--- src/sv/wsce_pkg.sv ---
// Shared types, constants and helpers for the WebSocket client frame encoder.
package wsce_pkg;

    localparam int LEN_W = 63;
    localparam int KEY_W = 32;

    localparam logic REQ_START   = 1'b0;
    localparam logic REQ_PAYLOAD = 1'b1;

    localparam logic [LEN_W-1:0] LEN7_MAX  = LEN_W'(125);
    localparam logic [LEN_W-1:0] LEN16_MAX = LEN_W'(65535);
    localparam logic [6:0]       LEN16_CODE = 7'd126;
    localparam logic [6:0]       LEN64_CODE = 7'd127;
    localparam logic [7:0]       MASK_BIT   = 8'h80;

    // Length encoding classes of the header
    localparam logic [1:0] LEN_CLASS_7  = 2'd0;
    localparam logic [1:0] LEN_CLASS_16 = 2'd1;
    localparam logic [1:0] LEN_CLASS_64 = 2'd2;

    // Bytes of a header burst after its first byte
    localparam int REST_BYTES = 13;
    localparam int REST_CW    = $clog2(REST_BYTES + 1);
    localparam logic [REST_CW-1:0] REST_CNT_7  = REST_CW'(5);
    localparam logic [REST_CW-1:0] REST_CNT_16 = REST_CW'(7);
    localparam logic [REST_CW-1:0] REST_CNT_64 = REST_CW'(13);

    localparam int QUEUE_DEPTH = 4;
    localparam int QUEUE_AW    = $clog2(QUEUE_DEPTH);
    localparam int QUEUE_CW    = $clog2(QUEUE_DEPTH + 1);

    typedef struct packed {
        logic             req_type;
        logic             final_flag;
        logic [3:0]       frame_opcode;
        logic [LEN_W-1:0] payload_length;
        logic [KEY_W-1:0] masking_key;
        logic [7:0]       data_byte;
    } wsce_in_t;

    typedef struct packed {
        logic [7:0] out_byte;
        logic       header_flag;
        logic       end_of_frame;
    } wsce_out_t;

    // Work handed from the front end to the back end
    typedef struct packed {
        logic             is_hdr;
        logic             eof;
        logic [7:0]       data;
        logic [1:0]       len_class;
        logic [LEN_W-1:0] len;
        logic [KEY_W-1:0] key;
    } wsce_cmd_t;

    function automatic logic [7:0] key_byte(input logic [KEY_W-1:0] key,
                                            input logic [1:0] idx);
        logic [4:0] shift;
        shift = {~idx, 3'b000};
        return 8'(key >> shift);
    endfunction

endpackage

--- src/sv/wsce_front.sv ---
// Front end: accepts items, tracks the open frame and queues header or masked-byte work.
module wsce_front (
    input  logic                clk,
    input  logic                rst_n,
    input  logic                item_valid,
    output logic                item_ready,
    input  wsce_pkg::wsce_in_t  item,
    output logic                push_valid,
    input  logic                push_ready,
    output wsce_pkg::wsce_cmd_t push_cmd
);
    import wsce_pkg::*;

    logic             frame_open_reg, frame_open_next;
    logic [KEY_W-1:0] key_reg, key_next;
    logic [1:0]       kpos_reg, kpos_next;
    logic [LEN_W-1:0] remain_reg, remain_next;
    logic             accept;
    logic             is_start;
    logic             last_byte;

    assign item_ready = push_ready;
    assign accept     = item_valid && item_ready;
    assign is_start   = (item.req_type == REQ_START);
    assign last_byte  = (remain_reg == LEN_W'(1));
    // drop payload words that arrive outside a frame
    assign push_valid = item_valid && (is_start || frame_open_reg);

    always_comb
    begin
        push_cmd = '0;
        if (is_start)
        begin
            push_cmd.is_hdr = 1'b1;
            push_cmd.data   = {item.final_flag, 3'b000, item.frame_opcode};
            push_cmd.eof    = (item.payload_length == '0);
            push_cmd.len    = item.payload_length;
            push_cmd.key    = item.masking_key;
            if (item.payload_length <= LEN7_MAX)
                push_cmd.len_class = LEN_CLASS_7;
            else if (item.payload_length <= LEN16_MAX)
                push_cmd.len_class = LEN_CLASS_16;
            else
                push_cmd.len_class = LEN_CLASS_64;
        end
        else
        begin
            push_cmd.is_hdr = 1'b0;
            push_cmd.data   = item.data_byte ^ key_byte(key_reg, kpos_reg);
            push_cmd.eof    = last_byte;
        end
    end

    always_comb
    begin
        frame_open_next = frame_open_reg;
        key_next        = key_reg;
        kpos_next       = kpos_reg;
        remain_next     = remain_reg;
        if (accept)
        begin
            if (is_start)
            begin
                key_next        = item.masking_key;
                kpos_next       = 2'd0;
                remain_next     = item.payload_length;
                frame_open_next = (item.payload_length != '0);
            end
            else if (frame_open_reg)
            begin
                kpos_next       = kpos_reg + 2'd1;
                remain_next     = remain_reg - LEN_W'(1);
                frame_open_next = !last_byte;
            end
        end
    end

    always_ff @(posedge clk or negedge rst_n)
    begin
        if (!rst_n)
        begin
            frame_open_reg <= 1'b0;
            key_reg        <= '0;
            kpos_reg       <= 2'd0;
            remain_reg     <= '0;
        end
        else
        begin
            frame_open_reg <= frame_open_next;
            key_reg        <= key_next;
            kpos_reg       <= kpos_next;
            remain_reg     <= remain_next;
        end
    end

`ifndef SYNTHESIS
    a_open_has_bytes: assert property (@(posedge clk) disable iff (!rst_n)
        frame_open_reg |-> (remain_reg != '0))
        else $error("open frame with no bytes remaining");
`endif

endmodule

--- src/sv/wsce_queue.sv ---
// Short work queue between the front and back ends.
module wsce_queue (
    input  logic                clk,
    input  logic                rst_n,
    input  logic                push_valid,
    output logic                push_ready,
    input  wsce_pkg::wsce_cmd_t push_cmd,
    output logic                pop_valid,
    input  logic                pop_ready,
    output wsce_pkg::wsce_cmd_t pop_cmd
);
    import wsce_pkg::*;

    wsce_cmd_t           slot_reg [QUEUE_DEPTH];
    logic [QUEUE_AW-1:0] wr_ptr_reg, wr_ptr_next;
    logic [QUEUE_AW-1:0] rd_ptr_reg, rd_ptr_next;
    logic [QUEUE_CW-1:0] count_reg, count_next;
    logic                push_fire;
    logic                pop_fire;

    assign push_ready = (count_reg != QUEUE_CW'(QUEUE_DEPTH));
    assign pop_valid  = (count_reg != '0);
    assign pop_cmd    = slot_reg[rd_ptr_reg];
    assign push_fire  = push_valid && push_ready;
    assign pop_fire   = pop_valid && pop_ready;

    always_comb
    begin
        wr_ptr_next = push_fire ? wr_ptr_reg + QUEUE_AW'(1) : wr_ptr_reg;
        rd_ptr_next = pop_fire ? rd_ptr_reg + QUEUE_AW'(1) : rd_ptr_reg;
        case ({push_fire, pop_fire})
            2'b10:   count_next = count_reg + QUEUE_CW'(1);
            2'b01:   count_next = count_reg - QUEUE_CW'(1);
            default: count_next = count_reg;
        endcase
    end

    always_ff @(posedge clk)
    begin
        if (push_fire)
            slot_reg[wr_ptr_reg] <= push_cmd;
    end

    always_ff @(posedge clk or negedge rst_n)
    begin
        if (!rst_n)
        begin
            wr_ptr_reg <= '0;
            rd_ptr_reg <= '0;
            count_reg  <= '0;
        end
        else
        begin
            wr_ptr_reg <= wr_ptr_next;
            rd_ptr_reg <= rd_ptr_next;
            count_reg  <= count_next;
        end
    end

`ifndef SYNTHESIS
    a_count_bound: assert property (@(posedge clk) disable iff (!rst_n)
        count_reg <= QUEUE_CW'(QUEUE_DEPTH))
        else $error("queue count beyond depth");

    a_count_steady: assert property (@(posedge clk) disable iff (!rst_n)
        (push_fire && pop_fire) |=> $stable(count_reg))
        else $error("queue count moved on simultaneous push and pop");

    a_ptr_gap: assert property (@(posedge clk) disable iff (!rst_n)
        (count_reg == '0) |-> (wr_ptr_reg == rd_ptr_reg))
        else $error("empty queue with pointers apart");
`endif

endmodule

--- src/sv/wsce_back.sv ---
// Back end: serialises header bursts and masked bytes into the output register.
module wsce_back (
    input  logic                clk,
    input  logic                rst_n,
    input  logic                pop_valid,
    output logic                pop_ready,
    input  wsce_pkg::wsce_cmd_t pop_cmd,
    output logic                result_valid,
    input  logic                result_ready,
    output wsce_pkg::wsce_out_t result
);
    import wsce_pkg::*;

    logic [REST_BYTES-1:0][7:0] rest_reg, rest_next, load_rest;
    logic [REST_CW-1:0]         cnt_reg, cnt_next, load_cnt;
    logic                       hdr_eof_reg, hdr_eof_next;
    logic                       ovalid_reg, ovalid_next;
    wsce_out_t                  out_reg, out_next;
    logic                       out_free;
    logic                       burst;
    logic [LEN_W:0]             len64;

    assign out_free     = !ovalid_reg || result_ready;
    assign burst        = (cnt_reg != '0);
    assign pop_ready    = out_free && !burst;
    assign result_valid = ovalid_reg;
    assign result       = out_reg;
    assign len64        = {1'b0, pop_cmd.len};

    // header bytes after the opcode byte, in send order from element 0
    always_comb
    begin
        load_rest = '0;
        case (pop_cmd.len_class)
            LEN_CLASS_7:
            begin
                load_rest[0] = MASK_BIT | {1'b0, pop_cmd.len[6:0]};
                for (int i = 0; i < 4; i++)
                    load_rest[1 + i] = key_byte(pop_cmd.key, 2'(i));
                load_cnt = REST_CNT_7;
            end
            LEN_CLASS_16:
            begin
                load_rest[0] = MASK_BIT | {1'b0, LEN16_CODE};
                load_rest[1] = pop_cmd.len[15:8];
                load_rest[2] = pop_cmd.len[7:0];
                for (int i = 0; i < 4; i++)
                    load_rest[3 + i] = key_byte(pop_cmd.key, 2'(i));
                load_cnt = REST_CNT_16;
            end
            default:
            begin
                load_rest[0] = MASK_BIT | {1'b0, LEN64_CODE};
                for (int i = 0; i < 8; i++)
                    load_rest[1 + i] = len64[LEN_W - 8*i -: 8];
                for (int i = 0; i < 4; i++)
                    load_rest[9 + i] = key_byte(pop_cmd.key, 2'(i));
                load_cnt = REST_CNT_64;
            end
        endcase
    end

    always_comb
    begin
        rest_next    = rest_reg;
        cnt_next     = cnt_reg;
        hdr_eof_next = hdr_eof_reg;
        ovalid_next  = ovalid_reg;
        out_next     = out_reg;
        if (out_free)
        begin
            if (burst)
            begin
                ovalid_next           = 1'b1;
                out_next.out_byte     = rest_reg[0];
                out_next.header_flag  = 1'b1;
                out_next.end_of_frame = (cnt_reg == REST_CW'(1)) && hdr_eof_reg;
                rest_next             = {8'h00, rest_reg[REST_BYTES-1:1]};
                cnt_next              = cnt_reg - REST_CW'(1);
            end
            else if (pop_valid)
            begin
                ovalid_next           = 1'b1;
                out_next.out_byte     = pop_cmd.data;
                out_next.header_flag  = pop_cmd.is_hdr;
                out_next.end_of_frame = !pop_cmd.is_hdr && pop_cmd.eof;
                if (pop_cmd.is_hdr)
                begin
                    rest_next    = load_rest;
                    cnt_next     = load_cnt;
                    hdr_eof_next = pop_cmd.eof;
                end
            end
            else
            begin
                ovalid_next = 1'b0;
            end
        end
    end

    always_ff @(posedge clk)
    begin
        rest_reg    <= rest_next;
        hdr_eof_reg <= hdr_eof_next;
        out_reg     <= out_next;
    end

    always_ff @(posedge clk or negedge rst_n)
    begin
        if (!rst_n)
        begin
            cnt_reg    <= '0;
            ovalid_reg <= 1'b0;
        end
        else
        begin
            cnt_reg    <= cnt_next;
            ovalid_reg <= ovalid_next;
        end
    end

`ifndef SYNTHESIS
    a_burst_bound: assert property (@(posedge clk) disable iff (!rst_n)
        cnt_reg <= REST_CNT_64)
        else $error("header burst count out of range");

    a_burst_has_word: assert property (@(posedge clk) disable iff (!rst_n)
        burst |-> ovalid_reg)
        else $error("header burst running with no word held");
`endif

endmodule

--- src/sv/websocket_client_frame_encoder.sv ---
// Top level of the WebSocket client frame encoder.
// A start word yields a masked client frame header of 6, 8 or 14 bytes (7-bit,
// 16-bit or 64-bit length form, each followed by the four key bytes), sent one
// byte per cycle unless the output stalls, from a header shift register in the
// back end; each payload word inside an open frame yields one masked byte, and
// words pass at one per cycle unless a stall or a header burst holds them. The
// front end tracks the open frame and keeps taking words while its four-entry
// work queue has room, so input and output stall independently. Payload words
// outside an open frame are taken and dropped.
module websocket_client_frame_encoder (
    input  logic                clk,
    input  logic                rst_n,
    input  logic                item_valid,
    output logic                item_ready,
    input  wsce_pkg::wsce_in_t  item,
    output logic                result_valid,
    input  logic                result_ready,
    output wsce_pkg::wsce_out_t result
);
    import wsce_pkg::*;

    logic      push_valid;
    logic      push_ready;
    wsce_cmd_t push_cmd;
    logic      pop_valid;
    logic      pop_ready;
    wsce_cmd_t pop_cmd;

    wsce_front u_front (
        .clk        (clk),
        .rst_n      (rst_n),
        .item_valid (item_valid),
        .item_ready (item_ready),
        .item       (item),
        .push_valid (push_valid),
        .push_ready (push_ready),
        .push_cmd   (push_cmd)
    );

    wsce_queue u_queue (
        .clk        (clk),
        .rst_n      (rst_n),
        .push_valid (push_valid),
        .push_ready (push_ready),
        .push_cmd   (push_cmd),
        .pop_valid  (pop_valid),
        .pop_ready  (pop_ready),
        .pop_cmd    (pop_cmd)
    );

    wsce_back u_back (
        .clk          (clk),
        .rst_n        (rst_n),
        .pop_valid    (pop_valid),
        .pop_ready    (pop_ready),
        .pop_cmd      (pop_cmd),
        .result_valid (result_valid),
        .result_ready (result_ready),
        .result       (result)
    );

endmodule

--- config.mk ---
export PLATFORM = sky130hd
export DESIGN_NAME = websocket_client_frame_encoder
export DESIGN_NICKNAME = d
export VERILOG_FILES = /design/src/sv/wsce_pkg.sv /design/src/sv/wsce_front.sv /design/src/sv/wsce_queue.sv /design/src/sv/wsce_back.sv /design/src/sv/websocket_client_frame_encoder.sv
export SDC_FILE = /design/constraint.sdc
export NUM_CORES = 1
export LEC_CHECK = 0
export BUFFER_PORTS_ARGS = -buffer_cell sky130_fd_sc_hd__buf_4
export CAP_MARGIN = 20
export CORE_ASPECT_RATIO = 0.9
export CORE_UTILIZATION = 58
export CTS_BUF_LIST = sky130_fd_sc_hd__clkbuf_8
export DETAILED_ROUTE_END_ITERATION = 8
export MAX_ROUTING_LAYER = met4
export PLACE_DENSITY_LB_ADDON = 0.2
export SKIP_CTS_REPAIR_TIMING = 1
export SLEW_MARGIN = 20
export SYNTH_ARGS = -nofsm -noshare
export SYNTH_HDL_FRONTEND = slang
export SYNTH_SLANG_ARGS = --single-unit
export TNS_END_PERCENT = 20
--- constraint.sdc ---
create_clock -name clk -period 7.05 [get_ports clk]
set_clock_uncertainty 0.15 [all_clocks]
set_input_delay 0.3525 -clock clk [delete_from_list [all_inputs] [get_ports clk]]
set_output_delay 0.3525 -clock clk [all_outputs]
set_load 0.01 [all_outputs]
# ---- Word level (Yosys, flattened, before mapping)
# Memory sizes are Yosys's and may differ from the RTL's.
# Index checks and enable logic that the tools add are counted.
dict set report word_totals {
  mem_count 1
  inputBits 113
  out_inout_bits 12
  ramBits 428
  regBits 225
  word_cells 102
}
# memory words word_bits read_ports rd_clocked_by_memory_dff wr line
set memory_table {}
lappend memory_table {u_queue.slot_reg 4 107 1 0 1 wsce_queue.sv:14} ;# wsce_cmd_t slot_reg [QUEUE_DEPTH];
dict set report op_classes {
  magnitude_cmp 2
  n_mux 27
  n_addsub 7
  bitwise 4
  n_reduce_logical 27
  shift 1
  n_eq_ne 7
}
# operator count
set op_table {}
lappend op_table {{$mux W104} 2}
lappend op_table {{$mux W63} 2}
lappend op_table {{$mux W97} 1}
lappend op_table {{$mux W96} 1}
lappend op_table {{$pmux W40 S2} 1}
lappend op_table {{$eq A63 B1 Y1 const B} 1}
lappend op_table {{$le A63 B16 Y1 const B} 1}
lappend op_table {{$le A63 B7 Y1 const B} 1}
lappend op_table {{$logic_not A63 Y1} 1}
lappend op_table {{$reduce_bool A63 Y1} 1}
lappend op_table {{$sub A63 B1 Y63 const B} 1}
lappend op_table {{$mux W48} 1}
lappend op_table {{$pmux W16 S2} 1}
lappend op_table {{$shr A32 B5 Y8} 1}
lappend op_table {{$mux W10} 3}
lappend op_table {{$mux W4} 3}
lappend op_table {{$mux W2} 4}
lappend op_table {{$pmux W4 S2} 1}
lappend op_table {{$xor A8 B8 Y8} 1}
lappend op_table {{$logic_and A1 B1 Y1} 7}
lappend op_table {{$add A2 B1 Y2 const B} 3}
lappend op_table {{$mux W1} 6}
lappend op_table {{$pmux W3 S2} 1}
lappend op_table {{$reduce_and A2 Y1} 3}
lappend op_table {{19 further kinds} 27}

# ---- Logic depth before layout (Yosys ltp)
# An unclocked memory read counts as a cell.
dict set report logic_depth {
  depth_word 7
  mapped_depth 11
}

# ---- Hierarchy
# Synthesis repeated with hierarchy kept, for this count alone.
dict set report unflattened {
  cells_unflattened 1895
  hier_area_um2 28359.7
}
# mod n_inst area_each_um2 cells_each seq_area_each_um2
set modules_own_cells {}
lappend modules_own_cells {wsce_queue 1 15828.9 596 13027.5}
lappend modules_own_cells {wsce_front 1 6727.7 837 2452.4}
lappend modules_own_cells {wsce_back 1 5803.1 462 3578.4}

# ---- Worst setup path before layout
# No wires, ideal clock.
dict set report synth_timing {
  kind {reg-to-reg}
  start {register u_queue.rd_ptr_reg[0]}
  end {register u_back.cnt_reg[2]}
  path_slack_ns -0.074
  t_arrival_ns 6.872
  path_buffers 1
  stages_incl_launch_ff 7
  setup_time_ns 0.102
  path_cell_list {dfrtp_1 buf_2 mux4_2 nand2b_1 a21oi_1 a211oi_1 a31oi_1}
}
dict set report synth_between {
  elab_chain_len 3
}
# item line
set synth_lines {}
lappend synth_lines {{start: declaration} wsce_queue.sv:16} ;# logic [QUEUE_AW-1:0] rd_ptr_reg, rd_ptr_next;
lappend synth_lines {{start signal: assignment} wsce_queue.sv:55} ;# rd_ptr_reg <= rd_ptr_next;
lappend synth_lines {{$mem_v2 Z4 W107} n/a}
lappend synth_lines {{$reduce_bool A2 Y1 (no source line)} n/a}
lappend synth_lines {{$reduce_and A3 Y1 (no source line)} n/a}
lappend synth_lines {{end signal: assignment} wsce_back.sv:117} ;# cnt_reg <= cnt_next;
lappend synth_lines {{end: declaration} wsce_back.sv:15} ;# logic [REST_CW-1:0] cnt_reg, cnt_next, load_cnt;
# Every way passes these cells.
# A chain may end at the register's enable or synchronous reset.

# ---- Worst setup path after layout
dict set report layout_timing {
  start {register u_queue.rd_ptr_reg[1]}
  end {register u_back.rest_reg[52] (netlist name), enable pin}
}
dict set report layout_between {
  elab_chain_len 3
}
# item line
set layout_lines {}
lappend layout_lines {{$mem_v2 Z4 W107} n/a}
lappend layout_lines {{$reduce_bool A2 Y1 (no source line)} n/a}
lappend layout_lines {{$reduce_and A3 Y1 (no source line)} n/a}
lappend layout_lines {{end signal: assignment} wsce_back.sv:103} ;# rest_reg <= rest_next;
lappend layout_lines {{end: declaration} wsce_back.sv:14} ;# logic [REST_BYTES-1:0][7:0] rest_reg, rest_next, load_rest;
# Every way passes these cells.

==> metrics <==
Post-Synthesis Cells=2023; critical path endpoint category=flip-flop; count leader, synth=edfxtp_1; gpl congestion=0.916; CTS Buf Count=100; initial antenna violation count=6; clock sinks=653; WP data arrival=3.88 ns; asr flop ratio synth=0.168; die area=49600 µm²; Max VDD drop=0.189 mV; clock latency on the worst-skew pair=0.72 ns; share of cells above drive strength 1=0.179; Routed Wire Length=72900 µm; Detailed Routing Iterations Pass 1=6; Avg Inst Size Synth=14.0 µm²; sw power=4370 µW; power density cells=388 nW/µm²; final setup violation count=0; Post-synth EDFFs=543; Initial DRC Count=2251; Reg power frac=0.464; CP max FO=61; share of the synthesized area in the top cell type=0.577; Period minus WS final=3.72 ns; Least-Margin Pin Slew=1.14 ns; clock share of power=0.233; CP Launch Type=flip-flop; CTS tree=yes; vias per cell=6.31; combinational share of power=0.303; Clock Root Buffer=clkbuf_8; Core Box Area=47900 µm²; Post-Synthesis Net Count=2147; Detailed Place HPWL=47300 µm; Final WS setup=3.33 ns; Vias=18607; Area growth syn-to-layout=15.1%; total congestion overflow=0; Synth area leader=edfxtp_1; Seq/Total Area, Yosys=0.674; leak pwr=0.0121 µW; Yosys reg bits=653; worst hold path cell count=2; port bufs=124; Layout Nets=2362; Netlist cell types=62; clk buf depth=3; Worst-path clk slew=0.07 ns; Max-cap violations=0; TNS Setup=0 ns; Setup CP Type=reg2reg; reg2reg path depth=6; drt drc=0; Design Power=12600 µW; Placement Setup Slack=3.33 ns; RSZ-0062 raised after global routing=no; Final ANT Viol Nets=0; switching share of power=0.347; pin count of the biggest net entering global routing=120; most instantiated cells after synthesis=edfxtp_1 (543), nand2_1 (321), nor2_1 (126); Mapped Area=28300 µm²; Yosys Warn Count=0; cell internal pwr=8230 µW; htree depth=3; wire per inst=24.7 µm; io pins=125; outcome=finished, final reports clean; Die H=211 µm; FMAX=0.268 GHz; min-delay worst type=in2reg; global-route wire length before repair=108000 µm; initial core utilization=0.590; # rows=76; max_slew headroom=0.236; Die X=235 µm; Largest register FFs=428; Area contributors post-synth=edfxtp_1 (58%), dfrtp_1 (9.7%), mux4_2 (9.2%); Final Hold Vio Count=0; Pins Over Slew Limit=0; Synth Flop Type=edfxtp_1; number of global-route vias before repair=17503; Total GRT Usage=0.302; Final period util=0.528; critical path required time=7.21 ns
[cell type report]
cell class,instances,area (µm²)
sequential,653,19100
fill,3318,15400
multi-input combinational,1230,8720
timing repair buffer,237,2010
clock buffer,108,1490
tap,624,781
clock inverter,79,378
inverter,16,60.1
antenna,4,10.0
[stage by stage]
stage	cell area, µm²	utilization	instances	hold slack, ns
after global routing	32500	0.678	2951	-0.000148
after global placement	29800	0.621	2673	0.303
final	32500	0.678	2951	0.0288
after CTS	31600	0.660	2860	-0.414
after floorplan	28300	-	2023	-0.0931
after detailed placement	29800	0.621	2673	0.309
[layer usage]
layer / wire length [µm] / global-route usage
met2: 33700 / 0.441
met4: 2010 / 0.0980
met5: 0 / -
met1: 31000 / 0.438
met3: 6190 / 0.0509
[power by group through the flow]
stage / Clock [µW] / Combinational (µW) / Sequential, µW
floorplan: 0 / 2690 / 5670
global placement: 0 / 3700 / 5850
detailed placement: 0 / 3770 / 5900
CTS: 2970 / 3780 / 5830
global route: 3130 / 4120 / 5940
finish: 2940 / 3820 / 5840
[layout by cell type, fill, tap and decap left out, types with 5 or more instances in the layout]
cell           count
a21oi_1           93
a221o_1            5
a221oi_1           8
a31oi_1           10
a41oi_1            5
and3_1            13
buf_4            149
clkbuf_8         108
clkinv_1          24
clkinv_2           8
dfrtp_1          108
dlygate4sd3_1     87
edfxtp_1         543
ha_1              10
inv_1             57
mux2i_1           59
mux4_2           114
nand2_1          319
nand2b_1           8
nand3_1           69
nand4_1           16
nand4b_1           5
nor2_1           125
nor2b_1           98
nor3_1            37
nor4_1            29
o21ai_0           77
o22ai_1           41
or4_1              9
xnor2_1           12
[path summary, 6_finish.rpt]
path                                                    from                                 end  slack (ns)
min                                                item[108]  u_front.remain_reg[49]$_DFFE_PN0P_        0.03
min reg2reg                   u_front.key_reg[0]$_DFFE_PN0P_      u_front.key_reg[0]$_DFFE_PN0P_        0.32
max in group asynchronous                              rst_n   u_front.remain_reg[7]$_DFFE_PN0P_        5.23
min in group asynchronous                              rst_n     u_back.result_valid$_DFFE_PN0N_        0.12
max                        u_queue.rd_ptr_reg[1]$_DFFE_PN0P_       u_back.rest_reg[52]$_DFFE_PP_        3.33
max reg2reg                u_queue.rd_ptr_reg[1]$_DFFE_PN0P_       u_back.rest_reg[52]$_DFFE_PP_        3.33
[logic make-up (layout without fill, tap and decap cells)]
family / Yosys count / count (layout) / synth area share
compound gates: 271 / 271 / 0.0567
xor+xnor: 15 / 15 / 0.00465
fa+ha+maj: 11 / 11 / 0.00514
buf+inv: 140 / 440 / 0.0188
flops: 653 / 653 / 0.674
mux: 174 / 174 / 0.113
other cells: 0 / 4 / 0
simple gates: 759 / 759 / 0.128
[worst max-delay path, cell delays in order, from the launching register on]
cell	delay (ns)
dfrtp_4	0.73
buf_4	0.56
mux4_2	0.33
nand2b_1	0.10
a21oi_4	0.15
buf_4	0.51
buf_4	0.71
Power figures use the tool's default switching activity.
